File: src/wpm_pkg.sv
`default_nettype none

package wpm_pkg;

	// Register map: word index, byte address = 4 * index
	localparam int ADDR_W = 4;
	localparam logic [1:0] REG_WINDOW_MS      = 2'd0;
	localparam logic [1:0] REG_VOLTAGE_GAIN   = 2'd1;
	localparam logic [1:0] REG_CURRENT_GAIN   = 2'd2;
	localparam logic [1:0] REG_CURRENT_OFFSET = 2'd3;

	// Register reset values
	localparam logic [15:0] WINDOW_MS_RST      = 16'd100;
	localparam logic [19:0] VOLTAGE_GAIN_RST   = 20'd530000;
	localparam logic [19:0] CURRENT_GAIN_RST   = 20'd50000;
	localparam logic [19:0] CURRENT_OFFSET_RST = 20'd24900;

	// Result field widths and packing
	localparam int VMV_W   = 20;
	localparam int IMA_W   = 21;
	localparam int PW_W    = 41;
	localparam int TOTAL_W = 16;
	localparam int OUT_W       = VMV_W + IMA_W + PW_W + TOTAL_W;
	localparam int OUT_TDATA_W = ((OUT_W + 7) / 8) * 8;
	localparam int OUT_PAD_W   = OUT_TDATA_W - OUT_W;

	// Saturation limits and fixed scale factors
	localparam logic [VMV_W-1:0]   VMV_MAX     = '1;
	localparam logic [IMA_W-1:0]   IMA_POS_MAX = 21'd1048575;
	localparam logic [IMA_W-1:0]   IMA_NEG_MAG = 21'd1048576;
	localparam logic [TOTAL_W-1:0] TOTAL_MAX   = '1;
	localparam int                 GAIN_SHIFT  = 10;
	localparam int                 MW_DIVISOR  = 1000;

endpackage

`default_nettype wire

File: src/windowed_power_meter.sv
`default_nettype none

// Windowed average power meter. Every accepted request adds one voltage and one
// current converter code to running sums and counts the sample; if it does not
// close the window, s_tready stays high. When the time since the window start
// exceeds window_ms, or the sample counter becomes full, the window closes on
// that sample: the block drops s_tready and works out the average voltage (mV),
// average current (mA, signed) and their product (mW) on one shared multiplier
// and one shared restoring divider that retires one quotient bit per cycle. A
// closing request runs three divisions, each over a DVD_W-bit dividend, where
// DVD_W = max(ADC_BITS+COUNT_BITS,21)+23, and may wait for the output register.
// All divisions round to nearest, halves away from zero; averages saturate to
// their field ranges. count_saturated (m_tuser) marks a window that closed only
// because the counter was full. The window then restarts at that sample's time.
// Registers (APB, word addresses): 0 window_ms, 1 voltage_gain,
// 2 current_gain, 3 current_offset.
module windowed_power_meter
	import wpm_pkg::*;
#(
	parameter int ADC_BITS = 10,
	parameter int COUNT_BITS = 16,
	localparam int IN_TDATA_W = ((2 * ADC_BITS + 32 + 7) / 8) * 8
) (
	input  wire logic                   clk,
	input  wire logic                   arst_n,
	// input requests
	input  wire logic                   s_tvalid,
	output logic                        s_tready,
	// voltage_code, current_code, time_ms (from bit 0 up), zero padded
	input  wire logic [IN_TDATA_W-1:0]  s_tdata,
	// results
	output logic                        m_tvalid,
	input  wire logic                   m_tready,
	// avg_voltage_mv, avg_current_ma, power_mw, sample_total (from bit 0 up)
	output logic [OUT_TDATA_W-1:0]      m_tdata,
	// count_saturated
	output logic                        m_tuser,
	// configuration
	input  wire logic                   psel,
	input  wire logic                   penable,
	input  wire logic                   pwrite,
	input  wire logic [ADDR_W-1:0]      paddr,
	input  wire logic [31:0]            pwdata,
	output logic [31:0]                 prdata,
	output logic                        pready
);

	localparam int SUM_W  = ADC_BITS + COUNT_BITS;
	localparam int MA_W   = (SUM_W > IMA_W) ? SUM_W : IMA_W;
	localparam int MB_W   = IMA_W;
	localparam int PROD_W = MA_W + MB_W;
	localparam int DVD_W  = MA_W + 23;
	localparam int DEN_W  = COUNT_BITS + GAIN_SHIFT;
	localparam int DCNT_W = $clog2(DVD_W);
	localparam logic [COUNT_BITS-1:0] COUNT_MAX = '1;

	typedef enum logic [3:0] {
		ST_IDLE,
		ST_V_MUL,
		ST_I_MUL,
		ST_O_MUL,
		ST_I_SUB,
		ST_P_MUL,
		ST_LOAD,
		ST_DIV,
		ST_EMIT
	} state_t;

	typedef enum logic [1:0] {
		SEL_V,
		SEL_I,
		SEL_P
	} div_sel_t;

	state_t                  state_q;
	div_sel_t                sel_q;
	logic [15:0]             window_q;
	logic [19:0]             vgain_q;
	logic [19:0]             cgain_q;
	logic [19:0]             coff_q;
	logic [SUM_W-1:0]        vsum_q;
	logic [SUM_W-1:0]        isum_q;
	logic [COUNT_BITS-1:0]   count_q;
	logic [31:0]             wstart_q;
	logic                    sat_q;
	logic [DVD_W-1:0]        prod_q;
	logic [DVD_W-1:0]        acc_q;
	logic [DVD_W-1:0]        dvd_q;
	logic [DEN_W-1:0]        den_q;
	logic [DEN_W-1:0]        rem_q;
	logic [DCNT_W-1:0]       dcnt_q;
	logic                    neg_q;
	logic [VMV_W-1:0]        vmv_q;
	logic [IMA_W-1:0]        imag_q;
	logic [IMA_W-1:0]        ima_q;
	logic [PW_W-1:0]         pw_q;
	logic                    out_valid_q;
	logic [OUT_TDATA_W-1:0]  out_data_q;
	logic                    out_user_q;

	logic [ADC_BITS-1:0]     vcode;
	logic [ADC_BITS-1:0]     icode;
	logic [31:0]             now;
	logic                    in_acc;
	logic [SUM_W-1:0]        vsum_nx;
	logic [SUM_W-1:0]        isum_nx;
	logic [COUNT_BITS-1:0]   count_nx;
	logic [31:0]             elapsed;
	logic                    timed;
	logic                    full;
	logic [MA_W-1:0]         mul_a;
	logic [MB_W-1:0]         mul_b;
	logic [PROD_W-1:0]       mul_p;
	logic [DVD_W-1:0]        off_term;
	logic                    sub_neg;
	logic [DVD_W-1:0]        sub_mag;
	logic [DEN_W:0]          div_shift;
	logic                    div_ge;
	logic [DEN_W:0]          div_diff;
	logic [DEN_W-1:0]        rem_nx;
	logic [DVD_W-1:0]        quo_nx;
	logic [IMA_W-1:0]        imag_sat;
	logic [31:0]             count_wide;
	logic [TOTAL_W-1:0]      total;
	logic                    out_free;
	logic                    cfg_wr;
	logic [1:0]              cfg_idx;

	// Unpack the request
	assign vcode = s_tdata[ADC_BITS-1:0];
	assign icode = s_tdata[2*ADC_BITS-1:ADC_BITS];
	assign now   = s_tdata[2*ADC_BITS+31:2*ADC_BITS];

	assign s_tready = (state_q == ST_IDLE);
	assign in_acc   = s_tvalid && s_tready;
	assign m_tvalid = out_valid_q;
	assign m_tdata  = out_data_q;
	assign m_tuser  = out_user_q;
	assign out_free = !out_valid_q || m_tready;

	// Accumulate and test for window close
	assign vsum_nx  = vsum_q + SUM_W'(vcode);
	assign isum_nx  = isum_q + SUM_W'(icode);
	assign count_nx = (count_q < COUNT_MAX) ? count_q + 1'b1 : count_q;
	assign elapsed  = now - wstart_q;
	assign timed    = elapsed > 32'(window_q);
	assign full     = (count_nx == COUNT_MAX);

	// Shared multiplier operand select
	always_comb begin
		unique case (state_q)
			ST_V_MUL: begin
				mul_a = MA_W'(vsum_q);
				mul_b = MB_W'(vgain_q);
			end
			ST_I_MUL: begin
				mul_a = MA_W'(isum_q);
				mul_b = MB_W'(cgain_q);
			end
			ST_O_MUL: begin
				mul_a = MA_W'(count_q);
				mul_b = MB_W'(coff_q);
			end
			ST_P_MUL: begin
				mul_a = MA_W'(imag_q);
				mul_b = MB_W'(vmv_q);
			end
			default: begin
				mul_a = '0;
				mul_b = '0;
			end
		endcase
	end
	assign mul_p = PROD_W'(mul_a) * PROD_W'(mul_b);

	// Current numerator: gain term minus offset term scaled by 1024 * n
	assign off_term = {prod_q[DVD_W-GAIN_SHIFT-1:0], {GAIN_SHIFT{1'b0}}};
	assign sub_neg  = acc_q < off_term;
	assign sub_mag  = sub_neg ? off_term - acc_q : acc_q - off_term;

	// One restoring division step
	assign div_shift = {rem_q, dvd_q[DVD_W-1]};
	assign div_diff  = div_shift - {1'b0, den_q};
	assign div_ge    = div_shift >= {1'b0, den_q};
	assign rem_nx    = div_ge ? div_diff[DEN_W-1:0] : div_shift[DEN_W-1:0];
	assign quo_nx    = {dvd_q[DVD_W-2:0], div_ge};

	// Clamp current magnitude to the signed field range
	always_comb begin
		if (neg_q) begin
			imag_sat = (quo_nx > DVD_W'(IMA_NEG_MAG)) ? IMA_NEG_MAG : quo_nx[IMA_W-1:0];
		end else begin
			imag_sat = (quo_nx > DVD_W'(IMA_POS_MAX)) ? IMA_POS_MAX : quo_nx[IMA_W-1:0];
		end
	end

	// Sample total saturates for wide counters
	assign count_wide = 32'(count_q);
	assign total = (count_wide > 32'(TOTAL_MAX)) ? TOTAL_MAX : count_wide[TOTAL_W-1:0];

	// Sequencer, datapath and output register
	always_ff @(posedge clk or negedge arst_n) begin
		if (!arst_n) begin
			state_q     <= ST_IDLE;
			sel_q       <= SEL_V;
			vsum_q      <= '0;
			isum_q      <= '0;
			count_q     <= '0;
			wstart_q    <= '0;
			sat_q       <= 1'b0;
			prod_q      <= '0;
			acc_q       <= '0;
			dvd_q       <= '0;
			den_q       <= '0;
			rem_q       <= '0;
			dcnt_q      <= '0;
			neg_q       <= 1'b0;
			vmv_q       <= '0;
			imag_q      <= '0;
			ima_q       <= '0;
			pw_q        <= '0;
			out_valid_q <= 1'b0;
			out_data_q  <= '0;
			out_user_q  <= 1'b0;
		end else begin
			// Drop a taken result unless a new one is loaded in this cycle
			if (out_valid_q && m_tready && (state_q != ST_EMIT)) begin
				out_valid_q <= 1'b0;
			end
			unique case (state_q)
				ST_IDLE: begin
					if (in_acc) begin
						vsum_q  <= vsum_nx;
						isum_q  <= isum_nx;
						count_q <= count_nx;
						if (timed || full) begin
							sat_q    <= !timed;
							wstart_q <= now;
							state_q  <= ST_V_MUL;
						end
					end
				end
				ST_V_MUL: begin
					prod_q  <= DVD_W'(mul_p);
					den_q   <= {count_q, {GAIN_SHIFT{1'b0}}};
					sel_q   <= SEL_V;
					state_q <= ST_LOAD;
				end
				ST_I_MUL: begin
					prod_q  <= DVD_W'(mul_p);
					state_q <= ST_O_MUL;
				end
				ST_O_MUL: begin
					acc_q   <= prod_q;
					prod_q  <= DVD_W'(mul_p);
					state_q <= ST_I_SUB;
				end
				ST_I_SUB: begin
					prod_q  <= sub_mag;
					neg_q   <= sub_neg;
					sel_q   <= SEL_I;
					state_q <= ST_LOAD;
				end
				ST_P_MUL: begin
					prod_q  <= DVD_W'(mul_p);
					den_q   <= DEN_W'(MW_DIVISOR);
					sel_q   <= SEL_P;
					state_q <= ST_LOAD;
				end
				ST_LOAD: begin
					// Add half the divisor so the floor quotient rounds
					dvd_q   <= prod_q + DVD_W'(den_q >> 1);
					rem_q   <= '0;
					dcnt_q  <= DCNT_W'(DVD_W - 1);
					state_q <= ST_DIV;
				end
				ST_DIV: begin
					dvd_q  <= quo_nx;
					rem_q  <= rem_nx;
					dcnt_q <= dcnt_q - 1'b1;
					if (dcnt_q == '0) begin
						unique case (sel_q)
							SEL_V: begin
								vmv_q <= (quo_nx > DVD_W'(VMV_MAX)) ? VMV_MAX
									: quo_nx[VMV_W-1:0];
								state_q <= ST_I_MUL;
							end
							SEL_I: begin
								imag_q  <= imag_sat;
								ima_q   <= neg_q ? -imag_sat : imag_sat;
								state_q <= ST_P_MUL;
							end
							SEL_P: begin
								pw_q    <= neg_q ? -quo_nx[PW_W-1:0] : quo_nx[PW_W-1:0];
								state_q <= ST_EMIT;
							end
							default: begin
								state_q <= ST_IDLE;
							end
						endcase
					end
				end
				ST_EMIT: begin
					// Hold until the output register is free, then restart the window
					if (out_free) begin
						out_data_q  <= {{OUT_PAD_W{1'b0}}, total, pw_q, ima_q, vmv_q};
						out_user_q  <= sat_q;
						out_valid_q <= 1'b1;
						vsum_q      <= '0;
						isum_q      <= '0;
						count_q     <= '0;
						state_q     <= ST_IDLE;
					end
				end
				default: begin
					state_q <= ST_IDLE;
				end
			endcase
		end
	end

	// Configuration registers
	assign pready  = 1'b1;
	assign cfg_idx = paddr[3:2];
	assign cfg_wr  = psel && penable && pwrite && pready;

	always_ff @(posedge clk or negedge arst_n) begin
		if (!arst_n) begin
			window_q <= WINDOW_MS_RST;
			vgain_q  <= VOLTAGE_GAIN_RST;
			cgain_q  <= CURRENT_GAIN_RST;
			coff_q   <= CURRENT_OFFSET_RST;
		end else if (cfg_wr) begin
			unique case (cfg_idx)
				REG_WINDOW_MS:      window_q <= pwdata[15:0];
				REG_VOLTAGE_GAIN:   vgain_q  <= pwdata[19:0];
				REG_CURRENT_GAIN:   cgain_q  <= pwdata[19:0];
				REG_CURRENT_OFFSET: coff_q   <= pwdata[19:0];
				default: ;
			endcase
		end
	end

	// Register read back
	always_comb begin
		unique case (cfg_idx)
			REG_WINDOW_MS:      prdata = {16'b0, window_q};
			REG_VOLTAGE_GAIN:   prdata = {12'b0, vgain_q};
			REG_CURRENT_GAIN:   prdata = {12'b0, cgain_q};
			REG_CURRENT_OFFSET: prdata = {12'b0, coff_q};
			default:            prdata = '0;
		endcase
	end

endmodule

`default_nettype wire

File: config.mk
export PLATFORM = sky130hd
export DESIGN_NAME = windowed_power_meter
export DESIGN_NICKNAME = d
export VERILOG_FILES = /design/src/wpm_pkg.sv /design/src/windowed_power_meter.sv
export SDC_FILE = /design/constraint.sdc
export NUM_CORES = 2
export LEC_CHECK = 0
export ABC_AREA = 0
export BUFFER_PORTS_ARGS = -buffer_cell sky130_fd_sc_hd__buf_4
export CAP_MARGIN = 25
export CORE_MARGIN = 4
export CORE_UTILIZATION = 50
export DETAILED_ROUTE_END_ITERATION = 7
export PLACE_DENSITY = 0.7
export SETUP_SLACK_MARGIN = 0.5
export SLEW_MARGIN = 20
export SYNTH_ARGS = -nofsm -noshare
export SYNTH_HDL_FRONTEND = slang
export SYNTH_SLANG_ARGS = --single-unit
File: constraint.sdc
create_clock -name clk -period 9.25 [get_ports clk]
set_input_delay 0.4625 -clock clk [delete_from_list [all_inputs] [get_ports clk]]
set_output_delay 0.4625 -clock clk [all_outputs]
set_load 0.05 [all_outputs]
==> impl_metrics.yaml <==
hold_path:
  hold_class: "in2reg"
  hp-start: "s_tdata[32]"
final_layout:
  nets: 7268
  n_fill_cell: 9295
  utilization_pct: 57.6
  area_growth_pct: 14.2
  drive_gt1_share_pct: 14.3
  fin_cells: 7820
  n_antenna_cell: 0
clocking:
  cts_tree: "done"
  cts_buffer_depth: 3
  clk-insertion-delay-late_ns: 0.65
  cts-root-buf: "clkbuf_16"
  cts.clk_slew.worst_paths_ns: 0.06
  cts_buffers: 70
  clkSinkCount: 582
  h-tree-depth: 3
timing:
  hold_viol: 0
  fmax_mhz: 116
  setup_viol: 0
  slew_violations: 0
  slew_headroom_pct: 28.7
  rsz0062_at_grt: "yes"
  clock_skew_ns: 0.0535
  fin_crit_sh_pct: 92.9
  tns_ns: 0
  tightest_slew_ns: 1.07
  min_period_ns: 8.59
critical_path:
  slowest_delay_ns: 0.58
  cp.arrival_ns: 9.05
  worstReg2RegStart: "state_q[0]"
  critPathBufInv: 10
  critPathKind: "reg2reg"
  crit_slowest_cell: "fa_1"
  cp_max_fo: 18
  cp_common_cell: "fa_1"
  cp-startpoint: "state_q[0]"
  critPathLaunchType: "flip-flop"
  worst-endpoint-required_ns: 9.70
  worstSetupEndpointType: "flip-flop"
  critPathTopFamily: "adder cells"
die:
  die_h_um: 334
  fp-row-count: 119
  io_pins: 239
  dieArea_sq_mm: 0.112
  die_x_um: 334
  start_util_pct: 50.4
  core-area_sq_mm: 0.105
status:
  status: "finished clean"
yosys:
  seq_area_frac_synth_pct: 27.5
  synth_area_per_cell_sq_um: 8.62
  synth_cell_types: 94
  synth_flop_cell: "dfrtp_1"
  synthCells: 6163
  synth_warnings: 0
  ys_async_sr_fraction_pct: 100
  ys_ff_latch: 582
  synth_edf_count: 0
  netlist_area_sq_mm: 0.0531
route:
  via_per_inst: 5.96
  first_iter_violations: 4948
  vias: 46600
  wl_per_cell_um: 22.6
  ant_nets: 0
  wl_um: 177000
  post-route-drc-count: 0
  first_pass_iters: 6
grt:
  grt_max_degree: 159
  grt_overflow: 0
  grt_use_total_pct: 31.0
  grt_pass1_wl_um: 271000
  antenna_found_initial: 1
  grt_pass1_vias: 45600
job:
  cap_violations: 0
place:
  port_buffers: 201
  place.gp.congestion: 1.04
  dpl.cell_count: 7626
  hpwl_um: 133000
power_and_ir_drop:
  powerDensity_mw_per_mm2: 253
  leakagePower_nw: 29.7
  peakVddDrop_v: 0.000411
[metrics by stage]
stage,setup WS (ns),hold WS [ns],power [W],cell area (sq um)
6_report,0.656,0.0620,0.0153,60700
5_1_grt,0.387,0.0537,0.0163,60700
3_3_place_gp,0.330,0.447,0.0120,56700
3_5_place_dp,0.262,0.453,0.0121,56700
4_1_cts,0.502,0.0333,0.0151,59500
2_1_floorplan,0.515,0.167,0.00973,53200
[kinds of logic (layout without fill, tap and decap cells)]
kind of cell / count (synthesis) / in the layout / synth area share [%]
AO/OA/AOI/OAI: 1361 / 1361 / 16.3
flip-flops: 582 / 582 / 27.5
adder cells (fa/ha/maj): 791 / 791 / 24.7
other: 2 / 19 / 0.0141
AND/OR/NAND/NOR: 1973 / 1974 / 16.1
buffers and inverters: 1072 / 1320 / 7.99
XOR/XNOR: 241 / 241 / 3.97
multiplexers: 141 / 141 / 3.50
[final timing paths]
kind | endpoint | slack (ns) | cells past startpoint
worst max-delay path | prod_q[45] | 0.66 | 34
worst min-delay path | wstart_q[12] | 0.06 | 2
worst max register to register | prod_q[45] | 0.66 | 34
worst min register to register | m_tdata[80] | 0.45 | 2
max in group asynchronous | vgain_q[1] | 6.46 | 4
min in group asynchronous | m_tdata[51] | 0.43 | 2
[cells in the final DEF, fill, tap and decap left out, drive strengths merged, types with 27 or more instances in the layout]
cell    netlist  layout
nand2      1094    1094
inv         713     718
dfrtp       562     562
buf          57     474
fa          433     433
o21ai       407     407
nor2        402     402
ha          358     358
a21oi       318     318
xnor2       122     122
a22oi       122     122
xor2        119     119
mux2        109     109
a21o        107     107
clkbuf      300     102
nor3         80      80
nand3        76      76
nand4        67      67
and2         47      48
a211oi       46      46
and3         45      45
a22o         43      43
o211ai       41      41
o31ai        34      34
a31oi        33      33
nand2b       32      32
nor2b        31      31
o21a         28      28
nor4         27      27
[where the power goes]
part / total, W / internal, W / switching [W]
Sequential: 0.00407 / 0.00318 / 0.000889
Clock: 0.00297 / 0.00176 / 0.00120
Combinational: 0.00832 / 0.00325 / 0.00507
Total: 0.0153 / 0.00819 / 0.00716
[synthesized netlist by cell type (all sizes together), types with 34 or more instances]
master	instances	share of area (%)
o21ai	407	3.8
ha	358	8.4
a21o	107	1.5
nor3	80	0.77
fa	433	16
nand2	1094	7.7
clkbuf	300	2.1
buf	57	0.79
o211ai	41	0.58
nand4	67	0.83
xnor2	122	2.0
a211oi	46	0.66
a21oi	318	3.0
xor2	119	2.0
and2	47	0.56
dfrtp	562	26
o31ai	34	0.48
nor2	402	2.8
and3	45	0.53
inv	713	5.0
mux2	109	2.5
nand3	76	0.72
a22oi	122	1.7
a22o	43	0.71
[registers in the layout, indices dropped and copies added (netlist names), 21 cells and up]
register,cells
pw_q,41
vsum_q,26
acc_q,49
m_tdata,98
prod_q,49
isum_q,26
dvd_q,49
rem_q,26
wstart_q,32
imag_q,21
[per-layer routing]
metal | global-route usage [%] | vias up | routed length, um
met4 | 15.7 | 0 | 11400
li1 | - | 21000 | -
met1 | 42.2 | 23000 | 71500
met2 | 47.3 | 2255 | 77900
met3 | 6.10 | 442 | 16200
met5 | 0 | - | 0
[area by class of cell]
type / instances / area (sq um) / share of cell area (%)
Sequential cell: 582 / 14600 / 24.0
Clock inverter: 29 / 458 / 0.754
Multi-Input combinational cell: 4527 / 35000 / 57.7
Clock buffer: 94 / 2000 / 3.30
Inverter: 714 / 2680 / 4.41
Timing Repair Buffer: 483 / 4220 / 6.96
Tap cell: 1391 / 1740 / 2.87
[worst register-to-register path: cells and delay by family (launching register included)]
family / cells / cell delay (ns)
AO/OA/AOI/OAI: 11 / 2.03
adder cells (fa/ha/maj): 8 / 4.03
buffers and inverters: 10 / 1.20
flip-flops: 1 / 0.47
multiplexers: 1 / 0.20
AND/OR/NAND/NOR: 4 / 0.47
[repair_timing]
item	CTS	global route
endpoints found under the hold margin	88	0
gates resized for setup	67	137
cloned	2	11
pin swaps	9	54
buffers inserted	6	49
endpoints found under the setup margin	11	17
hold buffers	1	0
No activity file was read; power rests on OpenSTA's default activity.
